===== src/design/yrc_pkg.sv =====
// shared types and constants of the yuy2 to rgb24 converter
// no dependencies; imported by every module of the block
package yrc_pkg;

  localparam int ByteW     = 8;
  localparam int TermW     = 18;  // signed width of luma and chroma products
  localparam int SumW      = 20;  // signed width of one channel sum
  localparam int OffsetW   = 24;
  localparam int CfgIdxW   = 2;
  localparam int CfgDataW  = 12;
  localparam int PairsRegW = 11;
  localparam int LinesRegW = 12;

  // register values after reset
  localparam int RstPairs = 640;
  localparam int RstLines = 480;

  // bt.601 integer coefficients and offsets
  localparam logic signed [TermW-1:0] LumaGain   = 18'sd298;
  localparam logic signed [TermW-1:0] RedFromV   = 18'sd409;
  localparam logic signed [TermW-1:0] GreenFromU = 18'sd100;
  localparam logic signed [TermW-1:0] GreenFromV = 18'sd208;
  localparam logic signed [TermW-1:0] BlueFromU  = 18'sd516;
  localparam logic signed [TermW-1:0] RoundBias  = 18'sd128;
  localparam logic        [9:0]       LumaOffset   = 10'd16;
  localparam logic        [9:0]       ChromaOffset = 10'd128;

  typedef enum logic [CfgIdxW-1:0] {
    CFG_PAIRS_PER_LINE  = 2'd0,
    CFG_LINES_PER_FRAME = 2'd1
  } cfg_idx_e;

  typedef struct packed {
    logic                wr;
    logic [CfgIdxW-1:0]  index;
    logic [CfgDataW-1:0] data;
  } cfg_wr_t;

  // chroma terms shared by both lanes, rounding bias already added
  typedef struct packed {
    logic signed [TermW-1:0] red;
    logic signed [TermW-1:0] green;
    logic signed [TermW-1:0] blue;
  } chroma_t;

  typedef struct packed {
    logic [ByteW-1:0] blue;
    logic [ByteW-1:0] green;
    logic [ByteW-1:0] red;
  } pixel_t;

  typedef struct packed {
    logic [OffsetW-1:0] offset;
    logic               line_end;
    logic               frame_end;
  } pos_t;

endpackage


===== src/design/yuy2_to_rgb24_converter.sv =====
// top level: yuy2 macropixel to two bgr pixels with bottom-up padded offsets
// depends on yrc_pkg, yrc_lane and yrc_addr
//
//  channel | direction | handshake                  | payload
//  --------+-----------+----------------------------+---------------------------------
//  in      | sink      | in_valid_i / in_stall_o    | luma_first, chroma_blue, luma_second,
//          |           |                            | chroma_red (8 bits each)
//  out     | source    | out_valid_o / out_stall_i  | three bytes per pixel x 2,
//          |           |                            | dest_offset (24), line_end, frame_end
//  cfg     | sink      | cfg_valid_i / cfg_ready_o  | cfg_index_i (2), cfg_data_i (12)
//
// one macropixel per clock while the output is not stalled; a result passes through
// the product register and then the clamp/output register of each lane
// reset restores 640 pairs x 480 lines and starts a new frame at the top line
// a stalled output holds; the input stalls only when both stages are full
// and the output is stalled
// a write to a known register restarts the frame; unknown indexes are dropped
module yuy2_to_rgb24_converter import yrc_pkg::*; #(
  parameter int MAX_PAIRS = 1024,
  parameter int MAX_LINES = 2048
) (
  input  logic                clk_i,
  input  logic                rst_ni,
  // item input
  input  logic                in_valid_i,
  output logic                in_stall_o,
  input  logic [ByteW-1:0]    luma_first_i,
  input  logic [ByteW-1:0]    chroma_blue_i,
  input  logic [ByteW-1:0]    luma_second_i,
  input  logic [ByteW-1:0]    chroma_red_i,
  // result output
  output logic                out_valid_o,
  input  logic                out_stall_i,
  output logic [ByteW-1:0]    blue_first_o,
  output logic [ByteW-1:0]    green_first_o,
  output logic [ByteW-1:0]    red_first_o,
  output logic [ByteW-1:0]    blue_second_o,
  output logic [ByteW-1:0]    green_second_o,
  output logic [ByteW-1:0]    red_second_o,
  output logic [OffsetW-1:0]  dest_offset_o,
  output logic                line_end_o,
  output logic                frame_end_o,
  // register writes
  input  logic                cfg_valid_i,
  output logic                cfg_ready_o,
  input  logic [CfgIdxW-1:0]  cfg_index_i,
  input  logic [CfgDataW-1:0] cfg_data_i
);

  // pipeline control: stage 1 holds products, stage 2 is the output register
  logic    s1_valid_q, s2_valid_q;
  logic    s1_ready, s2_ready, in_xfer, s2_load;

  // shared chroma terms and carried positions
  logic signed [9:0]       d_val, e_val;
  logic signed [TermW-1:0] d_ext, e_ext;
  chroma_t                 chroma_d, chroma_q;
  pos_t                    pos_now, s1_pos_q, s2_pos_q;
  cfg_wr_t                 cfg_wr;
  pixel_t                  pix_first, pix_second;

  assign s2_ready   = !s2_valid_q || !out_stall_i;
  assign s2_load    = s1_valid_q && s2_ready;
  assign s1_ready   = !s1_valid_q || s2_ready;
  assign in_xfer    = in_valid_i && s1_ready;
  assign in_stall_o = !s1_ready;

  always_ff @(posedge clk_i or negedge rst_ni) begin
    if (!rst_ni) begin
      s1_valid_q <= 1'b0;
      s2_valid_q <= 1'b0;
    end else begin
      if (s1_ready) begin
        s1_valid_q <= in_valid_i;
      end
      if (s2_ready) begin
        s2_valid_q <= s1_valid_q;
      end
    end
  end

  // writes are always taken; ready is held high
  assign cfg_ready_o = 1'b1;
  always_comb begin
    cfg_wr.wr    = cfg_valid_i && cfg_ready_o;
    cfg_wr.index = cfg_index_i;
    cfg_wr.data  = cfg_data_i;
  end

  // chroma terms, computed once and shared by both lanes
  assign d_val = signed'({2'b00, chroma_blue_i} - ChromaOffset);
  assign e_val = signed'({2'b00, chroma_red_i} - ChromaOffset);
  assign d_ext = TermW'(d_val);
  assign e_ext = TermW'(e_val);

  always_comb begin
    chroma_d.red   = e_ext * RedFromV + RoundBias;
    chroma_d.green = RoundBias - d_ext * GreenFromU - e_ext * GreenFromV;
    chroma_d.blue  = d_ext * BlueFromU + RoundBias;
  end

  always_ff @(posedge clk_i) begin
    if (in_xfer) begin
      chroma_q <= chroma_d;
      s1_pos_q <= pos_now;
    end
    if (s2_load) begin
      s2_pos_q <= s1_pos_q;
    end
  end

  yrc_addr #(
    .MAX_PAIRS(MAX_PAIRS),
    .MAX_LINES(MAX_LINES)
  ) u_addr (
    .clk_i (clk_i),
    .rst_ni(rst_ni),
    .cfg_i (cfg_wr),
    .adv_i (in_xfer),
    .pos_o (pos_now)
  );

  // one lane per pixel of the macropixel
  yrc_lane u_lane_first (
    .clk_i   (clk_i),
    .s1_en_i (in_xfer),
    .s2_en_i (s2_load),
    .luma_i  (luma_first_i),
    .chroma_i(chroma_q),
    .pix_o   (pix_first)
  );

  yrc_lane u_lane_second (
    .clk_i   (clk_i),
    .s1_en_i (in_xfer),
    .s2_en_i (s2_load),
    .luma_i  (luma_second_i),
    .chroma_i(chroma_q),
    .pix_o   (pix_second)
  );

  // merge both lanes with the position into one result
  assign out_valid_o    = s2_valid_q;
  assign blue_first_o   = pix_first.blue;
  assign green_first_o  = pix_first.green;
  assign red_first_o    = pix_first.red;
  assign blue_second_o  = pix_second.blue;
  assign green_second_o = pix_second.green;
  assign red_second_o   = pix_second.red;
  assign dest_offset_o  = s2_pos_q.offset;
  assign line_end_o     = s2_pos_q.line_end;
  assign frame_end_o    = s2_pos_q.frame_end;

endmodule


===== src/design/yrc_lane.sv =====
// one pixel lane: luma product, channel sums, floor shift and clamp
// depends on yrc_pkg
module yrc_lane import yrc_pkg::*; (
  input  logic             clk_i,
  input  logic             s1_en_i,
  input  logic             s2_en_i,
  input  logic [ByteW-1:0] luma_i,
  input  chroma_t          chroma_i,
  output pixel_t           pix_o
);

  logic signed [9:0]       c_val;
  logic signed [TermW-1:0] prod_d, prod_q;
  logic signed [SumW-1:0]  sum_r, sum_g, sum_b;
  pixel_t                  pix_d, pix_q;

  function automatic logic [ByteW-1:0] shift_clamp(input logic signed [SumW-1:0] sum);
    logic [ByteW-1:0] res;
    if (sum[SumW-1]) begin
      res = '0;
    end else if (|sum[SumW-2:16]) begin
      res = '1;
    end else begin
      res = sum[15:8];
    end
    return res;
  endfunction

  assign c_val  = signed'({2'b00, luma_i} - LumaOffset);
  assign prod_d = TermW'(c_val) * LumaGain;

  always_ff @(posedge clk_i) begin
    if (s1_en_i) begin
      prod_q <= prod_d;
    end
  end

  assign sum_b = SumW'(prod_q) + SumW'(chroma_i.blue);
  assign sum_g = SumW'(prod_q) + SumW'(chroma_i.green);
  assign sum_r = SumW'(prod_q) + SumW'(chroma_i.red);

  always_comb begin
    pix_d.blue  = shift_clamp(sum_b);
    pix_d.green = shift_clamp(sum_g);
    pix_d.red   = shift_clamp(sum_r);
  end

  always_ff @(posedge clk_i) begin
    if (s2_en_i) begin
      pix_q <= pix_d;
    end
  end

  assign pix_o = pix_q;

endmodule


===== src/design/yrc_addr.sv =====
// configuration registers and column/line counters for the destination offset
// depends on yrc_pkg
module yrc_addr import yrc_pkg::*; #(
  parameter int MAX_PAIRS = 1024,
  parameter int MAX_LINES = 2048
) (
  input  logic    clk_i,
  input  logic    rst_ni,
  input  cfg_wr_t cfg_i,
  input  logic    adv_i,
  output pos_t    pos_o
);

  localparam int EPW = $clog2(MAX_PAIRS + 1);
  localparam int ELW = $clog2(MAX_LINES + 1);
  localparam int PCW = (MAX_PAIRS > 1) ? $clog2(MAX_PAIRS) : 1;
  localparam int LIW = (MAX_LINES > 1) ? $clog2(MAX_LINES) : 1;
  localparam int SW  = EPW + 3;

  localparam int EffPRst    = (RstPairs > MAX_PAIRS) ? MAX_PAIRS : RstPairs;
  localparam int EffLRst    = (RstLines > MAX_LINES) ? MAX_LINES : RstLines;
  localparam int StrideRst  = ((EffPRst * 6 + 3) / 4) * 4;
  localparam int TopRst     = (StrideRst * (EffLRst - 1)) % (2 ** OffsetW);

  function automatic logic [EPW-1:0] eff_pairs(input logic [PairsRegW-1:0] v);
    logic [EPW-1:0] res;
    if (v == '0) begin
      res = EPW'(1);
    end else if (int'(v) > MAX_PAIRS) begin
      res = EPW'(MAX_PAIRS);
    end else begin
      res = EPW'(v);
    end
    return res;
  endfunction

  function automatic logic [ELW-1:0] eff_lines(input logic [LinesRegW-1:0] v);
    logic [ELW-1:0] res;
    if (v == '0) begin
      res = ELW'(1);
    end else if (int'(v) > MAX_LINES) begin
      res = ELW'(MAX_LINES);
    end else begin
      res = ELW'(v);
    end
    return res;
  endfunction

  logic [PairsRegW-1:0] pairs_d, pairs_q;
  logic [LinesRegW-1:0] lines_d, lines_q;
  logic [EPW-1:0]       eff_p_d, eff_p_q;
  logic [ELW-1:0]       eff_l_d, eff_l_q;
  logic [SW-1:0]        stride_d, stride_q, six_p;
  logic [OffsetW-1:0]   top_d, top_q;
  logic [PCW-1:0]       col_d, col_q;
  logic [LIW-1:0]       line_d, line_q;
  logic [OffsetW-1:0]   base_d, base_q;
  logic                 cfg_hit, lend, fend;

  // new register values and the top line base they imply
  always_comb begin
    pairs_d = pairs_q;
    lines_d = lines_q;
    cfg_hit = 1'b0;
    if (cfg_i.wr) begin
      unique case (cfg_i.index)
        CFG_PAIRS_PER_LINE: begin
          pairs_d = cfg_i.data[PairsRegW-1:0];
          cfg_hit = 1'b1;
        end
        CFG_LINES_PER_FRAME: begin
          lines_d = cfg_i.data[LinesRegW-1:0];
          cfg_hit = 1'b1;
        end
        default: cfg_hit = 1'b0;
      endcase
    end
    eff_p_d  = eff_pairs(pairs_d);
    eff_l_d  = eff_lines(lines_d);
    six_p    = (SW'(eff_p_d) << 2) + (SW'(eff_p_d) << 1);
    stride_d = (six_p + SW'(3)) & ~SW'(3);
    // product taken at the full offset width so the top base cannot overflow
    top_d    = OffsetW'(stride_d) * OffsetW'(eff_l_d - ELW'(1));
  end

  // position of the pair being accepted
  assign lend = (EPW'(col_q) >= (eff_p_q - EPW'(1)));
  assign fend = lend && (ELW'(line_q) >= (eff_l_q - ELW'(1)));

  always_comb begin
    pos_o.offset    = base_q + (OffsetW'(col_q) << 2) + (OffsetW'(col_q) << 1);
    pos_o.line_end  = lend;
    pos_o.frame_end = fend;
  end

  always_comb begin
    col_d  = col_q;
    line_d = line_q;
    base_d = base_q;
    if (cfg_hit) begin
      col_d  = '0;
      line_d = '0;
      base_d = top_d;
    end else if (adv_i) begin
      if (fend) begin
        col_d  = '0;
        line_d = '0;
        base_d = top_q;
      end else if (lend) begin
        col_d  = '0;
        line_d = line_q + 1'b1;
        base_d = base_q - OffsetW'(stride_q);
      end else begin
        col_d  = col_q + 1'b1;
      end
    end
  end

  always_ff @(posedge clk_i or negedge rst_ni) begin
    if (!rst_ni) begin
      pairs_q  <= PairsRegW'(RstPairs);
      lines_q  <= LinesRegW'(RstLines);
      eff_p_q  <= EPW'(EffPRst);
      eff_l_q  <= ELW'(EffLRst);
      stride_q <= SW'(StrideRst);
      top_q    <= OffsetW'(TopRst);
      col_q    <= '0;
      line_q   <= '0;
      base_q   <= OffsetW'(TopRst);
    end else begin
      if (cfg_hit) begin
        pairs_q  <= pairs_d;
        lines_q  <= lines_d;
        eff_p_q  <= eff_p_d;
        eff_l_q  <= eff_l_d;
        stride_q <= stride_d;
        top_q    <= top_d;
      end
      col_q  <= col_d;
      line_q <= line_d;
      base_q <= base_d;
    end
  end

endmodule


===== config.mk =====
export PLATFORM = sky130hd
export DESIGN_NAME = yuy2_to_rgb24_converter
export DESIGN_NICKNAME = d
export VERILOG_FILES = /design/src/design/yrc_pkg.sv /design/src/design/yuy2_to_rgb24_converter.sv /design/src/design/yrc_lane.sv /design/src/design/yrc_addr.sv
export SDC_FILE = /design/constraint.sdc
export NUM_CORES = 1
export LEC_CHECK = 0
export BUFFER_PORTS_ARGS = -buffer_cell sky130_fd_sc_hd__buf_2
export CAP_MARGIN = 15
export CORE_MARGIN = 4
export CORE_UTILIZATION = 64
export DETAILED_ROUTE_END_ITERATION = 6
export PLACE_DENSITY_LB_ADDON = 0.08
export SLEW_MARGIN = 0
export SYNTH_ARGS = -nofsm -noshare
export SYNTH_HDL_FRONTEND = slang
export SYNTH_HIERARCHICAL = 1
export SYNTH_SLANG_ARGS = --single-unit

===== constraint.sdc =====
create_clock -name clk_i -period 9.7 [get_ports clk_i]
set_input_delay 0.485 -clock clk_i [delete_from_list [all_inputs] [get_ports clk_i]]
set_output_delay 0.485 -clock clk_i [all_outputs]
set_load 0.01 [all_outputs]

==> summary by stage <==
Clocking
The H-tree depth is 2. After clock tree synthesis, the repair step resized 0 gates. The cell chosen for the clock root is clkbuf_16. CTS saw 306 sinks. After clock tree synthesis, the setup repair step added 0 buffers. The clock latency of the later-clocked register in the worst-skew pair is 0.58 ns.

The CTS tree is built. Counting along the longest clock path gives a buffer depth of 3. The count of hold-fix buffers inserted at cts is 0. The clock edge transition at the registers on the reported setup and hold paths is 0.06 ns. The number of buffers created by CTS is 38.

Synth
The synthesis warning total is 6. Dividing the synthesized area by the synthesized cell count gives 9.698 um^2. In the synthesized netlist, the number of instances is 3105. The area of the mapped netlist is 30110 um^2.

Floorplan
The die is 224.9 um wide. The number of placed I/O pins is 128. The vertical die dimension is 224.9 um. The initial core utilization is 64.68%. The floorplan has 79 rows. The placeable core region is 46560 um^2. The die covers 50580 um^2.

Worst hold path
The path class of the tightest hold or removal check is primary input to async pin.

Cells and area
In the layout the commonest cells are 431 x ha_1, 388 x inv_1, 275 x nand2_1, 198 x nor2_1, 192 x fa_1. The net count of the finished layout is 3922. The number of filler instances in the final layout is 3529. The most common library cell in the layout ignoring fill and taps is ha_1. For this run, the share of the core covered by cells in the final layout is 70.75%. From synthesis to final layout, the design area changed by 9.378%. The layout cell share with drive strength beyond 1 is 9.796%. The finished cells cover 32940 um^2.

Detailed routing
The via total after detailed routing is 23320. The routed design has 75140 um of wire. The first detailed-routing pass ran for 6 iterations.

The residual antenna-violating net count after detailed routing is 0. The number of remaining DRC errors is 0. In the routed layout, each cell is associated on average with a via count of 6.000. The number of DRC violations after detailed-routing iteration 0 is 1527. The wire length per cell is 19.34 um.

STA
The final critical path takes up 90.10% of the cycle. For this run, the top clock speed supported by timing is 0.1144 GHz. The final number of hold-violating endpoints is 0.

The headroom to the max-slew limit is 25.87%. For the pin with the worst max-slew slack, the measured transition is 1.112 ns. The setup clock skew after layout is 0.03902 ns. In the final timing run, aggregate negative setup slack is 0 ns. The max-slew violation count is 0. The worst path in the final design needs a cycle of 8.740 ns, including I/O delays and setup. Setup violations remaining at the end of the flow were counted as 0.

Setup repair after global routing left no endpoint under its margin.

Placement
Detailed placement finished with a half-perimeter wire length of 59870 um. Routability-driven placement finished with a final weighted congestion of 0.9413. The post-placement cell area is 31520 um^2. The count of buffers added on input and output ports is 126.

Global routing
The via count of the first global-routing pass is 24150. The number of antenna violations at the first check in global routing is 0. After global routing the overflow that remains totals 0.

The global-route wire length before repair is 122100 um. Global routing consumed, over all layers together, 29.88% of the routing resources. Entering global routing, the biggest net connects 91 pins.

Setup path
The count of cells along the worst register-to-register path is 33. The endpoint of the worst-slack reg-to-reg timing path is u_addr/top_q[23]$_DFFE_PN0P_. The worst setup path is of the primary input to register kind.

The maximum cell stage delay along the critical path is 0.67 ns. STA classifies the critical path startpoint as a primary input. STA classifies the critical path endpoint as a register. The critical path ends at u_addr/top_q[23]$_DFFE_PN0P_.

The endpoint arrival time on the critical path is 9.20 ns. The most numerous cell type found on the critical path is fa_1. The start of the worst register-to-register path is u_addr/pairs_q[2]$_DFFE_PN0P_. Setup slack on the worst reg-to-reg path comes out at 1.03 ns.

In this run the worst path has a maximum fanout of 13. In this run the worst setup path begins at cfg_index_i[0]. The slowest cell on the critical path is or3b_1.

STA puts the critical path data required time at 10.16 ns.

Flow run
The max-cap check violation count is 0.

Status
The flow ran to the end, and the final reports show no timing, DRC or antenna violations.
## cell type report
type,instances,area (um^2),share of cell area [%]
clock buffers,39,954.7,2.898
flip-flops and latches,306,8601,26.11
well taps,607,759.5,2.306
repair buffers,159,880.8,2.674
clock inverters,30,449.2,1.364
inverters,391,1468,4.456
multi-input cells,2352,19820,60.17
diodes,2,5.005,0.01520
## worst max-delay path: cells and delay by family
family,cells,cell delay [ns]
fa+ha+maj,7,3.00
compound gates,9,2.12
buf+inv,6,0.67
mux,1,0.26
simple gates,9,2.32
xor+xnor,2,0.31
## sequential cells by signal (all words and copies together) (netlist names), 22 cells and up
register / cells
dest_offset_o: 24
chroma_q: 48
u_addr/top_q: 22
u_lane_first/pix_o: 24
u_addr/base_q: 22
u_lane_second/pix_o: 24
s1_pos_q: 26
## worst min path at each step
stage / cells past startpoint / slack [ns] / to
final: 1 / 0.05 / u_addr/top_q[16]$_DFFE_PN0P_
after global routing: 2 / 0.12 / s1_valid_q$_DFFE_PN0N_
after CTS: 1 / 0.09 / u_addr/top_q[16]$_DFFE_PN0P_
after detailed placement: 0 / 0.41 / dest_offset_o[1]$_DFFE_PP_
after global placement: 0 / 0.40 / dest_offset_o[0]$_DFFE_PP_
after floorplan: 0 / 0.19 / out_valid_o$_DFFE_PN0P_
## through the flow
step / hold slack [ns] / setup slack [ns] / std cells
finish: 0.05361 / 0.9599 / 3886
global route: 0.1159 / 0.6184 / 3884
CTS: 0.08557 / 1.144 / 3883
floorplan: 0.1894 / 0.9847 / 3118
global placement: 0.4032 / 0.6930 / 3814
detailed placement: 0.4065 / 0.5434 / 3814
## per-layer routing
metal / track usage (%) / share of wire [%] / vias up
met3: 3.400 / 4.6 / 221
met5: 0 / 0 / -
li1: - / - / 11080
met1: 34.65 / 38 / 11280
met2: 53.97 / 51 / 736
met4: 16.56 / 6.4 / 0
Power is left out: the tool's default activity adds up to more than one toggle a clock period on the data nets, which glitch-free logic cannot reach.
